--- config.mk ---
export PLATFORM = sky130hd
export DESIGN_NAME = bit_window_extract_flat
export DESIGN_NICKNAME = d
export VERILOG_FILES = /design/src/sv/bwe_pkg.sv /design/src/sv/bwe_src_if.sv /design/src/sv/bwe_res_if.sv /design/src/sv/bit_window_extract.sv /design/src/flat_wrapper.sv
export SDC_FILE = /design/constraint.sdc
export NUM_CORES = 1
export LEC_CHECK = 0
export BUFFER_PORTS_ARGS = -buffer_cell sky130_fd_sc_hd__buf_2
export CELL_PAD_IN_SITES_DETAIL_PLACEMENT = 1
export CELL_PAD_IN_SITES_GLOBAL_PLACEMENT = 2
export CORE_ASPECT_RATIO = 2
export CORE_UTILIZATION = 35
export DETAILED_ROUTE_END_ITERATION = 12
export PLACE_DENSITY = 0.73
export SLEW_MARGIN = 0
export SYNTH_ARGS = -nofsm -noshare
export SYNTH_HDL_FRONTEND = slang
export SYNTH_SLANG_ARGS = --single-unit
--- constraint.sdc ---
create_clock -name clk_i -period 12.37 [get_ports clk_i]
set_clock_uncertainty 0.05 [all_clocks]
set_input_delay 1.237 -clock clk_i [delete_from_list [all_inputs] [get_ports clk_i]]
set_output_delay 1.237 -clock clk_i [all_outputs]
set_load 0.05 [all_outputs]
--- src/sv/bwe_pkg.sv ---
// Package for the bit window extractor: widths, limits and register codes.
`timescale 1ns / 1ps

package bwe_pkg;

  // Field widths
  localparam int unsigned START_W = 16;
  localparam int unsigned LEN_W   = 17;
  localparam int unsigned BYTE_W  = 8;

  // Source byte counter saturates at this count
  localparam int unsigned MAX_SOURCE_BYTES = 8192;
  localparam int unsigned CNT_W = $clog2(MAX_SOURCE_BYTES + 1);

  // Bit position inside the source: start plus bits already taken
  localparam int unsigned POS_W  = LEN_W + 1;
  localparam int unsigned BIDX_W = POS_W - 3;

  // Bits per output byte, in the width of the length path
  localparam logic [LEN_W-1:0] BITS_PER_BYTE = LEN_W'(8);

  // Configuration port
  localparam int unsigned CFG_IDX_W  = 1;
  localparam int unsigned CFG_DATA_W = LEN_W;

  typedef enum logic [CFG_IDX_W-1:0] {
    CFG_START_BIT   = 1'b0,
    CFG_LENGTH_BITS = 1'b1
  } cfg_reg_e;

  // Result status codes
  localparam logic STATUS_DATA  = 1'b0;
  localparam logic STATUS_SHORT = 1'b1;

endpackage

--- src/sv/bwe_src_if.sv ---
// Source byte channel: valid/ready handshake with the source byte payload.
`timescale 1ns / 1ps

interface bwe_src_if;
  import bwe_pkg::*;

  logic              valid;
  logic              ready;
  logic [BYTE_W-1:0] src_byte;
  logic              src_last;

  modport source (output valid, output src_byte, output src_last, input ready);
  modport sink   (input valid, input src_byte, input src_last, output ready);
endinterface

--- src/sv/bwe_res_if.sv ---
// Result channel: valid/ready handshake with the extracted byte payload.
`timescale 1ns / 1ps

interface bwe_res_if;
  import bwe_pkg::*;

  logic              valid;
  logic              ready;
  logic [BYTE_W-1:0] out_byte;
  logic              out_last;
  logic              status;

  modport source (output valid, output out_byte, output out_last, output status,
                  input ready);
  modport sink   (input valid, input out_byte, input out_last, input status,
                  output ready);
endinterface

--- src/sv/bit_window_extract.sv ---
// Bit window extractor: repacks a bit window of a byte stream into bytes.
// Latency: a result is valid in the cycle after the source item that causes it.
// Throughput: one source item per cycle while results are taken; the stream
// state update and the one-entry result register set this figure.
// Input is stalled only while the result register holds an item not yet taken.
// Reset (rst_ni low, asynchronous) clears all but the result payload registers.
`timescale 1ns / 1ps

module bit_window_extract (
  input  logic                           clk_i,
  input  logic                           rst_ni,
  input  logic                           cfg_we_i,
  input  logic [bwe_pkg::CFG_IDX_W-1:0]  cfg_idx_i,
  input  logic [bwe_pkg::CFG_DATA_W-1:0] cfg_wdata_i,
  bwe_src_if.sink                        src,
  bwe_res_if.source                      res
);
  import bwe_pkg::*;

  // Configuration registers
  logic [START_W-1:0] start_q;
  logic [LEN_W-1:0]   length_q;

  // Stream state
  logic [CNT_W-1:0]   seen_q, seen_d;
  logic [BYTE_W-1:0]  held_q, held_d;
  logic [LEN_W-1:0]   left_q, left_d;
  logic [LEN_W-1:0]   taken_q, taken_d;
  logic               done_q, done_d;

  // Result register
  logic               res_valid_q;
  logic [BYTE_W-1:0]  res_byte_q, res_byte_d;
  logic               res_last_q, res_last_d;
  logic               res_status_q, res_status_d;
  logic               emit;

  // Per-item datapath
  logic               accept;
  logic               first_byte;
  logic               in_range;
  logic [LEN_W-1:0]   cur_left;
  logic [LEN_W-1:0]   cur_taken;
  logic               cur_done;
  logic [POS_W-1:0]   pos;
  logic [POS_W-1:0]   pos_end;
  logic [3:0]         nb;
  logic [2:0]         shift;
  logic [2*BYTE_W-1:0] pair;
  logic [BYTE_W-1:0]  val;
  logic [BYTE_W-1:0]  mask;
  logic               hit;
  logic [LEN_W-1:0]   left_n;
  logic [LEN_W-1:0]   taken_n;
  logic               done_n;

  assign src.ready = !res_valid_q || res.ready;
  assign accept    = src.valid && src.ready;

  // Configuration writes
  always_ff @(posedge clk_i or negedge rst_ni) begin
    if (!rst_ni) begin
      start_q  <= '0;
      length_q <= '0;
    end else if (cfg_we_i) begin
      unique case (cfg_reg_e'(cfg_idx_i))
        CFG_START_BIT:   start_q  <= cfg_wdata_i[START_W-1:0];
        CFG_LENGTH_BITS: length_q <= cfg_wdata_i[LEN_W-1:0];
        default: ;
      endcase
    end
  end

  // Window position and byte assembly for the current source byte
  always_comb begin
    first_byte = (seen_q == '0);
    in_range   = (seen_q < CNT_W'(MAX_SOURCE_BYTES));
    cur_left   = first_byte ? length_q : left_q;
    cur_taken  = first_byte ? '0 : taken_q;
    cur_done   = first_byte ? (length_q == '0) : done_q;

    pos     = POS_W'(start_q) + POS_W'(cur_taken);
    nb      = (cur_left < BITS_PER_BYTE) ? cur_left[3:0] : 4'd8;
    pos_end = pos + POS_W'(nb) - POS_W'(1);
    shift   = pos[2:0];

    // held byte below, current byte above, shifted down to the window bit
    pair = {src.src_byte, held_q} >> shift;
    if (pos[POS_W-1:3] == pos_end[POS_W-1:3]) begin
      val = src.src_byte >> shift;
    end else begin
      val = pair[BYTE_W-1:0];
    end
    mask = BYTE_W'((9'd1 << nb) - 9'd1);

    hit     = !cur_done && in_range && (pos_end[POS_W-1:3] == BIDX_W'(seen_q));
    left_n  = hit ? (cur_left - LEN_W'(nb)) : cur_left;
    taken_n = hit ? (cur_taken + LEN_W'(nb)) : cur_taken;
    done_n  = hit ? (left_n == '0) : cur_done;
  end

  // Result selection and next stream state
  always_comb begin
    emit         = hit;
    res_byte_d   = val & mask;
    res_last_d   = done_n;
    res_status_d = STATUS_DATA;
    if (src.src_last && !done_n) begin
      // source ended before the window was covered
      emit         = 1'b1;
      res_byte_d   = '0;
      res_last_d   = 1'b1;
      res_status_d = STATUS_SHORT;
    end

    left_d = left_n;
    done_d = done_n;
    if (src.src_last) begin
      seen_d  = '0;
      held_d  = '0;
      taken_d = '0;
    end else begin
      seen_d  = in_range ? (seen_q + CNT_W'(1)) : seen_q;
      held_d  = src.src_byte;
      taken_d = taken_n;
    end
  end

  // Stream state registers
  always_ff @(posedge clk_i or negedge rst_ni) begin
    if (!rst_ni) begin
      seen_q  <= '0;
      held_q  <= '0;
      left_q  <= '0;
      taken_q <= '0;
      done_q  <= 1'b0;
    end else if (accept) begin
      seen_q  <= seen_d;
      held_q  <= held_d;
      left_q  <= left_d;
      taken_q <= taken_d;
      done_q  <= done_d;
    end
  end

  // Result valid flag
  always_ff @(posedge clk_i or negedge rst_ni) begin
    if (!rst_ni) begin
      res_valid_q <= 1'b0;
    end else if (accept) begin
      res_valid_q <= emit;
    end else if (res.ready) begin
      res_valid_q <= 1'b0;
    end
  end

  // Result payload
  always_ff @(posedge clk_i) begin
    if (accept && emit) begin
      res_byte_q   <= res_byte_d;
      res_last_q   <= res_last_d;
      res_status_q <= res_status_d;
    end
  end

  assign res.valid    = res_valid_q;
  assign res.out_byte = res_byte_q;
  assign res.out_last = res_last_q;
  assign res.status   = res_status_q;

endmodule

--- src/flat_wrapper.sv ---
// flat-port wrapper written by rule: the top's interface ports become plain ports
module bit_window_extract_flat import bwe_pkg::*;
  (clk_i, rst_ni, cfg_we_i, cfg_idx_i, cfg_wdata_i, src_valid, src_src_byte, src_src_last, src_ready, res_valid, res_out_byte, res_out_last, res_status, res_ready);
  bwe_src_if src_i ();
  bwe_res_if res_i ();
  input  logic clk_i;
  input  logic rst_ni;
  input  logic cfg_we_i;
  input  logic [bwe_pkg::CFG_IDX_W-1:0] cfg_idx_i;
  input  logic [bwe_pkg::CFG_DATA_W-1:0] cfg_wdata_i;
  input wire logic [$bits(src_i.valid)-1:0] src_valid;
  input wire logic [$bits(src_i.src_byte)-1:0] src_src_byte;
  input wire logic [$bits(src_i.src_last)-1:0] src_src_last;
  output wire logic [$bits(src_i.ready)-1:0] src_ready;
  output wire logic [$bits(res_i.valid)-1:0] res_valid;
  output wire logic [$bits(res_i.out_byte)-1:0] res_out_byte;
  output wire logic [$bits(res_i.out_last)-1:0] res_out_last;
  output wire logic [$bits(res_i.status)-1:0] res_status;
  input wire logic [$bits(res_i.ready)-1:0] res_ready;
  assign src_i.valid = src_valid;
  assign src_i.src_byte = src_src_byte;
  assign src_i.src_last = src_src_last;
  assign src_ready = src_i.ready;
  assign res_valid = res_i.valid;
  assign res_out_byte = res_i.out_byte;
  assign res_out_last = res_i.out_last;
  assign res_status = res_i.status;
  assign res_i.ready = res_ready;
  bit_window_extract u_core (.clk_i(clk_i), .rst_ni(rst_ni), .cfg_we_i(cfg_we_i), .cfg_idx_i(cfg_idx_i), .cfg_wdata_i(cfg_wdata_i), .src(src_i), .res(res_i));
endmodule
After elaboration in Yosys (flattened, before gate mapping):

Index checks and enable logic that the tools add are counted.

* bits in registers: 101
* word-level logic and storage cells: 60
* output and inout port bits: 12
* bits of input ports: 32

* multiplexer cells: 16
* shift-type cells: 3
* equal/unequal tests: 2
* reduce and logical (&&, ||, !) cells: 17
* order comparisons: 2
* add/sub/neg operators: 7
* bitwise logic cells: 2

Operators with widths (count)
* 17-bit 2-to-1 mux: 5
* 17-bit zero test: 2
* 14-bit 2-to-1 mux: 2
* 16-bit by 17-bit adder with 18-bit output: 1
* 18-bit by 4-bit adder with 18-bit output: 1
* 18-bit by 1-bit subtractor with 18-bit output (second input constant): 1
* 17-bit by 4-bit adder with 17-bit output: 1
* 17-bit by 4-bit < comparator with 1-bit output (second input constant): 1
* 17-bit by 4-bit subtractor with 17-bit output: 1
* 8-bit 2-to-1 mux: 2
* 16-bit by 3-bit right shift with 8-bit output: 1
* 15-bit by 14-bit == test with 1-bit output: 1
* 15-bit == test: 1
* 14-bit by 1-bit adder with 14-bit output (second input constant): 1
* 14-bit zero test: 1
* 14-bit < comparator (second input constant): 1
* 8-bit bitwise AND: 1
* 1-bit by 4-bit << shifter with 8-bit output (first input constant): 1
* 8-bit by 3-bit right shift with 8-bit output: 1
* 8-bit by 1-bit subtractor with 8-bit output (second input constant): 1
* 1-bit 2-to-1 mux: 6
* 2-bit AND reduction: 3
* 1-bit logical AND: 5
* 4-bit 2-to-1 mux: 1
* 4 further kinds: 7

Depth between registers and ports, before layout:

Gate-level depths: netlist (run 1).

* depth after elaboration: 15
* gate-level depth with buffers: 35
* mapped depth without buffers: 30

Worst setup path after synthesis (run 1):

Ideal clock, no wire load.

* path type: register -> register
* start point: register u_core.seen_q[0]
* end point: register u_core.res_byte_q[0] (netlist: u_core.res.out_byte[0]), data pin
* library setup time: 0.255 ns
* period minus slack after synthesis: 8.549 ns
* path buffers: 7
* setup slack: 3.821 ns
* stages on the path, launching flop included: 34
* required time: 12.065 ns
* data arrival time: 8.244 ns
* cell sequence: dfrtp_1 -> inv_1 -> ha_1 -> or4b_4 -> or4_1 -> buf_2 -> buf_2 -> buf_1 -> clkbuf_1 -> clkbuf_1 -> and2_1 -> ha_1 -> fa_1 -> xnor2_1 -> xnor2_1 -> clkbuf_1 -> ha_1 -> inv_1 -> ha_1 -> nor2b_1 -> o311a_1 -> or2_2 -> a31o_2 -> nor2_1 -> xnor2_1 -> nand3b_1 -> a31o_2 -> a211o_1 -> nor4_4 -> nand2_2 -> buf_6 -> mux4_2 -> mux4_2 -> and3_1

* cells in the longest elaborated chain, start to end: 13
* elaborated cells on any way between the ends: 27
* those cells by class: add/sub: 5; order compare: 2; eq/ne: 2; shift: 3; mux: 7; bitwise: 1; reduce/logical: 7

Ends and longest elaborated chain
* from (decl): RTL line bit_window_extract.sv:25 `logic [CNT_W-1:0] seen_q, seen_d;`
* from (signal assigned): RTL line bit_window_extract.sv:138 `seen_q <= seen_d;`
* 14-bit zero test: RTL line bit_window_extract.sv:76 `first_byte = (seen_q == '0);`
* 17-bit 2-to-1 mux: RTL line bit_window_extract.sv:78 `cur_left = first_byte ? length_q : left_q;`
* 17-bit by 4-bit < comparator with 1-bit output: RTL line bit_window_extract.sv:83 `nb = (cur_left < BITS_PER_BYTE) ? cur_left[3:0] : 4'd8;`
* 4-bit 2-to-1 mux: RTL line bit_window_extract.sv:83
* 18-bit by 4-bit adder with 18-bit output: RTL line bit_window_extract.sv:84 `pos_end = pos + POS_W'(nb) - POS_W'(1);`
* 18-bit by 1-bit subtractor with 18-bit output: RTL line bit_window_extract.sv:84
* 15-bit by 14-bit == test with 1-bit output: RTL line bit_window_extract.sv:96 `hit = !cur_done && in_range && (pos_end[POS_W-1:3] == BIDX_W'(seen_q));`
* 1-bit logical AND: RTL line bit_window_extract.sv:96
* 17-bit 2-to-1 mux: RTL line bit_window_extract.sv:97 `left_n = hit ? (cur_left - LEN_W'(nb)) : cur_left;`
* 17-bit zero test: RTL line bit_window_extract.sv:99 `done_n = hit ? (left_n == '0) : cur_done;`
* 1-bit 2-to-1 mux: RTL line bit_window_extract.sv:99
* 1-bit zero test: RTL line bit_window_extract.sv:108 `if (src.src_last && !done_n) begin`
* 1-bit logical AND: RTL line bit_window_extract.sv:108
* to (signal assigned): RTL line bit_window_extract.sv:160 `res_byte_q <= res_byte_d;`
* to (decl): RTL line bit_window_extract.sv:33 `logic [BYTE_W-1:0] res_byte_q, res_byte_d;`

Parallel ways exist; a longest one is shown, timed or not.
A chain may end at the register's enable or synchronous reset.

Worst setup path after layout (run 1):

* start point: register u_core.seen_q[0]
* end point: register u_core.res_byte_q[3] (netlist: u_core.res.out_byte[3]), data pin

The elaborated chain is that of the path after synthesis.

==> results of run 1 <==
[cell families after synthesis]
group	synth area share, %
fa+ha+maj	5.37
compound gates	21.0
mux	10.8
buf+inv	4.83
xor+xnor	7.00
simple gates	21.0
flops	30.1
[power groups by stage]
| stage | Clock [mW] | Combinational [mW] | Sequential, mW |
|---|---|---|---|
| 6_report | 0.326 | 0.580 | 0.449 |
| 5_1_grt | 0.343 | 0.636 | 0.457 |
| 4_1_cts | 0.335 | 0.585 | 0.449 |
| 3_5_place_dp | 0 | 0.582 | 0.455 |
| 3_3_place_gp | 0 | 0.575 | 0.453 |
| 2_1_floorplan | 0 | 0.428 | 0.438 |
[layout by cell type (no fill, tap or decap), types with 5 or more instances in the layout]
cell       netlist  final
or3_1           14     14
nand2b_1         6      6
buf_2            4     42
mux2i_1         33     33
mux4_2           9      9
nand2_1        117    116
edfxtp_1        10     10
o22ai_1          5      5
and2_1          17     17
xnor3_1          5      5
nor3_1          14     13
inv_1           54     54
a2111oi_0        6      6
xnor2_1         34     34
and3_1          17     17
xor2_1          19     19
o31ai_1          9      9
nand3_1         29     29
a31oi_1         16     16
nand4_1         18     18
or4_1           10      9
ha_1            32     32
o211a_1          5      5
nor2_1          68     68
clkbuf_16        0      9
dfrtp_1         91     91
mux2_2          35     35
o21a_1          11     11
nor4_1           8      7
o211ai_1        19     19
a21o_1          14     14
o21ai_0         56     56
o41a_1           5      5
or2_2            6      6
a21oi_1         58     58
buf_4            0     10
[critical path, delay by kind of cell, from the launching register on]
family	cells	cell delay (ns)
fa+ha+maj	5	1.67
buf+inv	3	0.38
compound gates	8	2.05
simple gates	10	4.09
xor+xnor	2	0.57
flops	1	0.45
[metal layers]
layer,global-route usage [%],vias to the layer above,wire [um],share of wire [%]
li1,-,3695,-,-
met1,24.8,3898,11000,38
met2,48.4,103,16600,57
met3,2.85,42,531,1.8
met4,10.1,0,920,3.2
met5,0,-,0,0
[flip-flops by register name, indices dropped and copies added, names as in the netlist]
signal and count:
u_core.left_q 17, u_core.length_q 17, u_core.taken_q 17, u_core.start_q 16, u_core.seen_q 14, u_core.held_q 8, u_core.res.out_byte 8, u_core.done_q 1
u_core.res.out_last 1, u_core.res.status 1, u_core.res.valid 1
[through the flow]
step | hold slack, ns | util, %
after detailed placement | 0.427 | 37.8
after floorplan | 0.392 | -
after global placement | 0.414 | 37.8
final | 0.441 | 39.1
after CTS | 0.444 | 39.1
after global routing | 0.467 | 39.1
[final cells by class]
class                   instances  area (um^2)
repair buffers                 52          285
clock buffers                  10          239
fillers                      2810        14600
multi-input cells             787         5600
inverters                      57          214
flip-flops and latches        101         2580
clock inverters                 5         82.6
well taps                     287          359
[worst paths after layout]
path | start | to
setup / recovery | u_core.seen_q[0] | u_core.res.out_byte[3]
hold / removal | u_core.left_q[1] | u_core.left_q[1]
setup reg to reg | u_core.seen_q[0] | u_core.res.out_byte[3]
hold reg to reg | u_core.left_q[1] | u_core.left_q[1]
max in group asynchronous | rst_ni | u_core.start_q[12]
min in group asynchronous | rst_ni | u_core.left_q[5]
==> flow_summary.yaml, run 1 <==
timing:
  hold_viol: 0
  period_minus_slack_ns: 9.61
  tns_ns: 0
  tightestPinTransition_ns: 0.989
  grt_setup_unrepaired: "no"
  finalCritPeriodShare_pct: 77.7
  timing.final.ws_setup_ns: 2.76
  setup_violations: 0
  drv_slew: 0
  max_freq_ghz: 0.104
  relSlewSlack_pct: 34.1
cts:
  hold_buffers: 0
  clkTransAtPathRegs_ns: 0.08
  root_buffer: "clkbuf_16"
  clockBufferDepth: 2
  cts_resized: 0
  tritoncts: "yes"
  clock-sinks: 101
  clk_latency_ns: 0.39
  cts_setup_buffers: 0
  cts_buffers: 9
  htree_levels: 3
placed_design:
  postPlaceCellArea_mm2: 0.00903
  placed_cells: 1284
  place_ws_ns: 2.77
  port-buffer-count: 43
  dp_hpwl_mm: 22.9
  place.gp.congestion: 0.895
yosys:
  ys_types: 86
  ys_ff_latch: 101
  synthFlopType: "dfrtp_1"
  syn_area_per_cell_um2: 8.64
  netlist_area_mm2: 0.00858
  synth_edf_count: 10
  synthMostInstantiatedCell: "nand2_1"
  yosys-top-cells-area: "dfrtp_1 27%, nand2_1 5.1%, ha_1 4.7%"
  yosys.area.top_type: "dfrtp_1"
  synth_top_area_share_pct: 26.6
  yosysSeqAreaShare_pct: 30.1
  yosysWarnings: 0
  ys_async_sr_fraction_pct: 90.1
  synth_nets: 1059
  synthTopCellsByCount: "117 x nand2_1, 91 x dfrtp_1, 68 x nor2_1"
  syn_inst: 993
power:
  p_sw_share_pct: 41.3
  p_leak_nw: 4.06
  power.total_mw: 1.35
  clkPwrFrac_pct: 24.1
  ir_drop_v: 0.000110
  pwr-share-comb_pct: 42.8
  pwr-share-seq_pct: 33.1
  power.internal_mw: 0.795
  power.density_mw_per_mm2: 145
  p_switching_mw: 0.559
finish:
  n_antenna_cell: 0
  stdcell_count: 1299
  final_area_mm2: 0.00936
  area.growth.synth_to_final_pct: 9.10
  drive_gt1_share_pct: 14.0
  layout.nets: 1074
worst_setup_path:
  crit_arrival_ns: 9.66
  cp_slowest_cell: "or4_2"
  worstPathMaxFanout: 40
  crit_required_ns: 12.43
  end_kind: "flop"
  path_class: "flop to flop"
  reg2regPathDepth: 28
  r2r_setup_slack_ns: 2.76
  path_common_cell: "ha_1"
  critPathLaunchType: "flop"
  cpPeakStageDelay_ns: 1.10
global_route:
  antenna_found_initial: 0
  grt_overflow: 0
  grt_max_degree: 65
  grt_pass1_wl_mm: 46.1
  grt_pass1_vias: 8238
  track_usage_pct: 24.3
drt:
  drc: 0
  wl_per_cell_um: 22.3
  drt_iter0_markers: 347
  wirelength_mm: 29.0
  ant_nets: 0
  firstDrtPassIters: 4
  routed_via_density: 5.96
  vias: 7738
die:
  core_area_mm2: 0.0239
  row_count: 80
  pin_count: 44
  die-area_mm2: 0.0252
  fp.dieW_um: 113
  die_h_um: 223
  initial_core_util_pct: 35.8
worst_hold_path:
  holdPathStages: 2
  min_path_type: "flop to flop"
run_status:
  outcome: "complete, no violations"
job:
  cap_violations: 0
(Power assumes the default switching activity.)
==> run 2, diff against run 1 <==
Clock period 12.37 ns to 9.9 ns, I/O delays scaled along.
==> run 2 against run 1 <==
Sequential share of layout area barely moved. Cell area rose by 0.13%. Largest power group unchanged. Largest cell class unchanged. First-iteration DRC count rose by 4.0%. Die area did not move. Flip-flop and latch count did not move. Clock power rose by 17%. Hold slack got worse by 0.0032 ns. Sequential power rose by 25%.
==> flow_summary.yaml, run 2 (synthesis gave the netlist of run 1 again) <==
run_status:
  outcome: "complete, no violations"
finish:
  drive_gt1_share_pct: 14.5
  num-fill-cells: 2829
  area.growth.synth_to_final_pct: 9.25
  largestRegisters: "u_core.left_q: 17 flops, u_core.length_q: 17 flops, u_core.taken_q: 17 flops"
  layout.nets: 1078
  final_common_cell: "nand2_1"
  stdcell_count: 1304
  layout_common_cells: "116 x nand2_1, 91 x dfrtp_1, 68 x nor2_1, 58 x a21oi_1, 56 x o21ai_0"
  n_antenna_cell: 0
timing:
  relSlewSlack_pct: 32.2
  hold_slack_ns: 0.437
  tightestPinTransition_ns: 1.02
  drv_slew: 0
  tns_ns: 0
  period_minus_slack_ns: 8.83
  max_freq_ghz: 0.113
  hold_viol: 0
  finalCritPeriodShare_pct: 89.2
  setup_violations: 0
  grt_setup_unrepaired: "no"
placed_design:
  dp_hpwl_mm: 22.5
  place.gp.congestion: 0.821
  port-buffer-count: 43
  placed_cells: 1288
power:
  power.internal_mw: 0.953
  pwr-share-seq_pct: 33.6
  p_switching_mw: 0.714
  clkPwrFrac_pct: 22.9
  pwr-share-comb_pct: 43.5
  power.density_mw_per_mm2: 178
  ir_drop_v: 0.0000992
  p_sw_share_pct: 42.8
  p_leak_nw: 4.07
die:
  die_h_um: 223
  core_area_mm2: 0.0239
  fp.dieW_um: 113
  row_count: 80
  die-area_mm2: 0.0252
  initial_core_util_pct: 35.8
  pin_count: 44
global_route:
  track_usage_pct: 24.1
  antenna_found_initial: 0
  grt_pass1_vias: 8248
  grt_overflow: 0
  grt_pass1_wl_mm: 46.0
  grt_max_degree: 65
drt:
  drc: 0
  ant_nets: 0
  vias: 7741
  drt_iter0_markers: 361
  routed_via_density: 5.94
  wl_per_cell_um: 22.0
  firstDrtPassIters: 4
  wirelength_mm: 28.7
cts:
  hold_buffers: 0
  clkTransAtPathRegs_ns: 0.08
  clockBufferDepth: 2
  htree_levels: 3
  clock-sinks: 101
  cts_setup_buffers: 0
  clk_latency_ns: 0.38
  root_buffer: "clkbuf_16"
  cts_resized: 0
  cts_buffers: 9
  tritoncts: "yes"
worst_setup_path:
  worstPathMaxFanout: 35
  path_class: "flop to flop"
  cpPeakStageDelay_ns: 0.70
  cp_slowest_cell: "or4_2"
  path_common_cell: "ha_1"
  end_kind: "flop"
  crit_required_ns: 9.99
  cp_top_family: "simple AND/OR/NAND/NOR gates"
  crit_buf_inv: 3
  crit_arrival_ns: 8.92
  critPathLaunchType: "flop"
worst_hold_path:
  min_path_type: "flop to flop"
job:
  cap_violations: 0
==> run 2: through the flow <==
stage	power [mW]	util, %	setup WS [ns]	instance area, um^2
after floorplan	1.08	-	1.35	8580
after global placement	1.29	37.9	1.26	9060
final	1.67	39.2	1.07	9370
after CTS	1.69	39.2	1.03	9370
after detailed placement	1.30	37.9	1.08	9060
after global routing	1.77	39.2	0.673	9370
==> run 2: worst register-to-register path: cells and delay by family (launching register included) <==
| kind | cells | cell delay, ns |
|---|---|---|
| flops | 1 | 0.44 |
| xor+xnor | 2 | 0.59 |
| mux | 2 | 0.88 |
| buf+inv | 3 | 0.56 |
| fa+ha+maj | 5 | 1.68 |
| simple gates | 10 | 3.06 |
| compound gates | 6 | 1.35 |
==> run 2: routing by layer <==
layer  global-route usage, %  wire length (um)  up-vias
li1                        -                 -     3709
met1                    24.5             10600     3882
met2                    47.7             16400      103
met3                    2.93               562       47
met4                    11.0              1110        0
met5                       0                 0        -
==> run 2: final timing paths <==
| check | slack [ns] | start | endpoint | cells past startpoint |
|---|---|---|---|---|
| min in group asynchronous | 0.55 | rst_ni | u_core.left_q[6] | 1 |
| worst min register to register | 0.44 | u_core.taken_q[0] | u_core.taken_q[0] | 1 |
| worst min-delay path | 0.44 | u_core.taken_q[0] | u_core.taken_q[0] | 1 |
| worst max-delay path | 1.07 | u_core.seen_q[0] | u_core.res.out_byte[0] | 28 |
| worst max register to register | 1.07 | u_core.seen_q[0] | u_core.res.out_byte[0] | 28 |
| max in group asynchronous | 8.12 | rst_ni | u_core.seen_q[5] | 2 |
==> run 2: area by class of cell <==
type | instances | area (um^2) | area share (%)
Clock buffer | 10 | 239 | 2.55
Clock inverter | 6 | 65.1 | 0.694
Inverter | 57 | 214 | 2.28
Multi-Input combinational cell | 787 | 5600 | 59.8
Sequential cell | 101 | 2580 | 27.5
Tap cell | 287 | 359 | 3.83
Timing Repair Buffer | 56 | 315 | 3.37
==> run 2: power groups by stage <==
stage               logic, mW  clock network (mW)  registers, mW
CTS                     0.732               0.396          0.559
global placement        0.720                   0          0.568
floorplan               0.535                   0          0.547
global route            0.796               0.407          0.569
finish                  0.725               0.382          0.560
detailed placement      0.728                   0          0.568
==> run 3, diff against run 2 <==
--- a/config.mk
+++ b/config.mk
@@ -11,5 +11,5 @@
 export CORE_ASPECT_RATIO = 2
-export CORE_UTILIZATION = 35
+export CORE_UTILIZATION = 39
 export DETAILED_ROUTE_END_ITERATION = 12
-export PLACE_DENSITY = 0.73
+export PLACE_DENSITY = 0.8
 export SLEW_MARGIN = 0
==> constraint.sdc (replaced) <==
create_clock -name clk_i -period 9.9 [get_ports clk_i]
set_clock_uncertainty 0.05 [all_clocks]
set_input_delay 0.495 -clock clk_i [delete_from_list [all_inputs] [get_ports clk_i]]
set_output_delay 0.495 -clock clk_i [all_outputs]
set_load 0.05 [all_outputs]
==> run 3 against run 2 <==
Register-to-register slack better by 0.14 ns. Total power is 0.66% lower. Sequential share of layout area is 0.14 points higher. Critical path depth is 1 lower. Hold slack worse by 0.37 ns. Critical endpoint unchanged. Flip-flop and latch count stayed put. Count of clock-buffer cells in the layout is 1 lower. Highest routed layer unchanged.
==> flow_summary.yaml, run 3 (synthesis gave the netlist of run 1 again) <==
cts:
  tritoncts: "yes"
  clk_latency_ns: 0.40
  clockBufferDepth: 2
  hold_buffers: 0
  cts_buffers: 9
  root_buffer: "clkbuf_16"
  htree_levels: 3
  cts_setup_buffers: 0
  clkTransAtPathRegs_ns: 0.08
  cts_resized: 0
  clock-sinks: 101
power:
  p_sw_share_pct: 43.0
  power.density_mw_per_mm2: 178
  pwr-share-comb_pct: 43.5
  p_leak_nw: 4.06
  clkPwrFrac_pct: 22.5
  power.total_mw: 1.66
  ir_drop_v: 0.000134
  p_switching_mw: 0.713
  pwr-share-seq_pct: 34.0
  power.internal_mw: 0.943
drt:
  routed_via_density: 6.06
  wirelength_mm: 27.9
  drc: 0
  ant_nets: 0
  drt_iter0_markers: 249
  vias: 7805
  firstDrtPassIters: 4
  wl_per_cell_um: 21.6
worst_setup_path:
  cp_top_family: "simple AND/OR/NAND/NOR gates"
  rr_startpoint: "u_core.seen_q[0]"
  r2r_setup_slack_ns: 1.20
  worstSetupPathDepth: 27
  cpPeakStageDelay_ns: 0.81
  reg2regPathDepth: 27
  path_class: "flop to flop"
  crit_required_ns: 9.99
  critPathLaunchType: "flop"
  cp-endpoint: "u_core.res.out_byte[0]"
  worstPathMaxFanout: 12
  crit_buf_inv: 2
  r2r_end: "u_core.res.out_byte[0]"
  path_common_cell: "ha_1"
  crit_start: "u_core.seen_q[0]"
  crit_arrival_ns: 8.79
  end_kind: "flop"
  cp_slowest_cell: "or4_2"
timing:
  period_minus_slack_ns: 8.70
  max_freq_ghz: 0.115
  setup_violations: 0
  timing.final.ws_setup_ns: 1.20
  finalCritPeriodShare_pct: 87.9
  hold_viol: 0
  drv_slew: 0
  grt_setup_unrepaired: "no"
  tns_ns: 0
  relSlewSlack_pct: 35.7
  tightestPinTransition_ns: 0.965
placed_design:
  place_ws_ns: 1.22
  port-buffer-count: 43
  dp_hpwl_mm: 21.8
  place.gp.congestion: 0.836
  postPlaceCellArea_mm2: 0.00903
die:
  die-area_mm2: 0.0226
  row_count: 76
  core_area_mm2: 0.0216
  die_h_um: 212
  initial_core_util_pct: 39.7
  fp.dieW_um: 107
  pin_count: 44
run_status:
  outcome: "complete, no violations"
global_route:
  grt_overflow: 0
  gr-usage-met1_pct: 26.2
  grt_max_degree: 65
  grt_util_met2_pct: 52.7
  antenna_found_initial: 0
  grt_pass1_wl_mm: 44.7
  grt_pass1_vias: 8322
  track_usage_pct: 26.1
  top_usage_layer: "met2"
  use_met3_pct: 2.71
finish:
  post-route-util_pct: 43.2
  num-fill-cells: 2571
  n_antenna_cell: 0
  final_area_mm2: 0.00932
  largestRegisters: "u_core.left_q: 17 flops, u_core.length_q: 17 flops, u_core.taken_q: 17 flops"
  area.growth.synth_to_final_pct: 8.71
  layout_common_cells: "116 x nand2_1, 91 x dfrtp_1, 68 x nor2_1, 58 x a21oi_1, 56 x o21ai_0"
  layout.nets: 1076
  drive_gt1_share_pct: 14.3
  final_common_cell: "nand2_1"
worst_hold_path:
  min_path_type: "input pin to async pin"
job:
  cap_violations: 0
run 3: cell types whose count changed in the layout (fill, tap and decap cells not counted):
cell,previous run,this run
buf_4,14,12
clkbuf_8,1,0
clkinv_2,0,1
clkinv_8,1,0
inv_8,2,3
run 3: worst min-delay path by stage:
stage | start | end
floorplan | rst_ni | u_core.done_q
global placement | u_core.left_q[1] | u_core.left_q[1]
detailed placement | u_core.taken_q[0] | u_core.taken_q[0]
CTS | rst_ni | u_core.length_q[4]
global route | rst_ni | u_core.length_q[5]
finish | rst_ni | u_core.length_q[16]
run 3: power by group through the flow:
stage / clock (mW) / sequential, mW / combinational [mW]
global route: 0.393 / 0.571 / 0.787
CTS: 0.385 / 0.562 / 0.726
global placement: 0 / 0.568 / 0.716
finish: 0.373 / 0.562 / 0.720
floorplan: 0 / 0.547 / 0.535
detailed placement: 0 / 0.570 / 0.723
run 3: final cells by class:
type / count / area, um^2 / share of cell area, %
Tap cell: 273 / 342 / 3.66
Multi-Input combinational cell: 787 / 5600 / 60.1
Timing Repair Buffer: 54 / 300 / 3.22
Clock inverter: 7 / 65.1 / 0.698
Inverter: 57 / 214 / 2.29
Clock buffer: 9 / 225 / 2.42
Sequential cell: 101 / 2580 / 27.6
run 3: metal layers:
metal	vias up	share of wire, %
li1	3706	-
met5	-	0
met2	109	58
met3	41	1.8
met4	0	2.9
met1	3949	37
run 3: worst reg2reg max path, stage by stage, from the launching register on:
cell and delay, ns:
dfrtp_1 0.44, inv_1 0.12, ha_1 0.14, or4b_4 0.48
or4_2 0.81, and2_1 0.25, ha_1 0.22, fa_1 0.45
maj3_1 0.37, o21ai_0 0.08, a22o_1 0.26, o31ai_1 0.13
xor2_1 0.28, inv_1 0.16, ha_1 0.49, nand2_1 0.11
nor2_1 0.12, nand4_1 0.20, o211a_1 0.35, nor3_2 0.33
a31oi_1 0.16, o31ai_1 0.37, xor3_1 0.36, nor4_4 0.38
nand2_2 0.28, mux4_2 0.40, mux4_2 0.48, and3_1 0.19
run 3: per-stage QoR:
stage          instances  hold slack (ns)
5_1_grt             1288            0.118
2_1_floorplan        993            0.149
4_1_cts             1288           0.0825
6_report            1288           0.0688
3_3_place_gp        1272            0.412
3_5_place_dp        1272            0.424
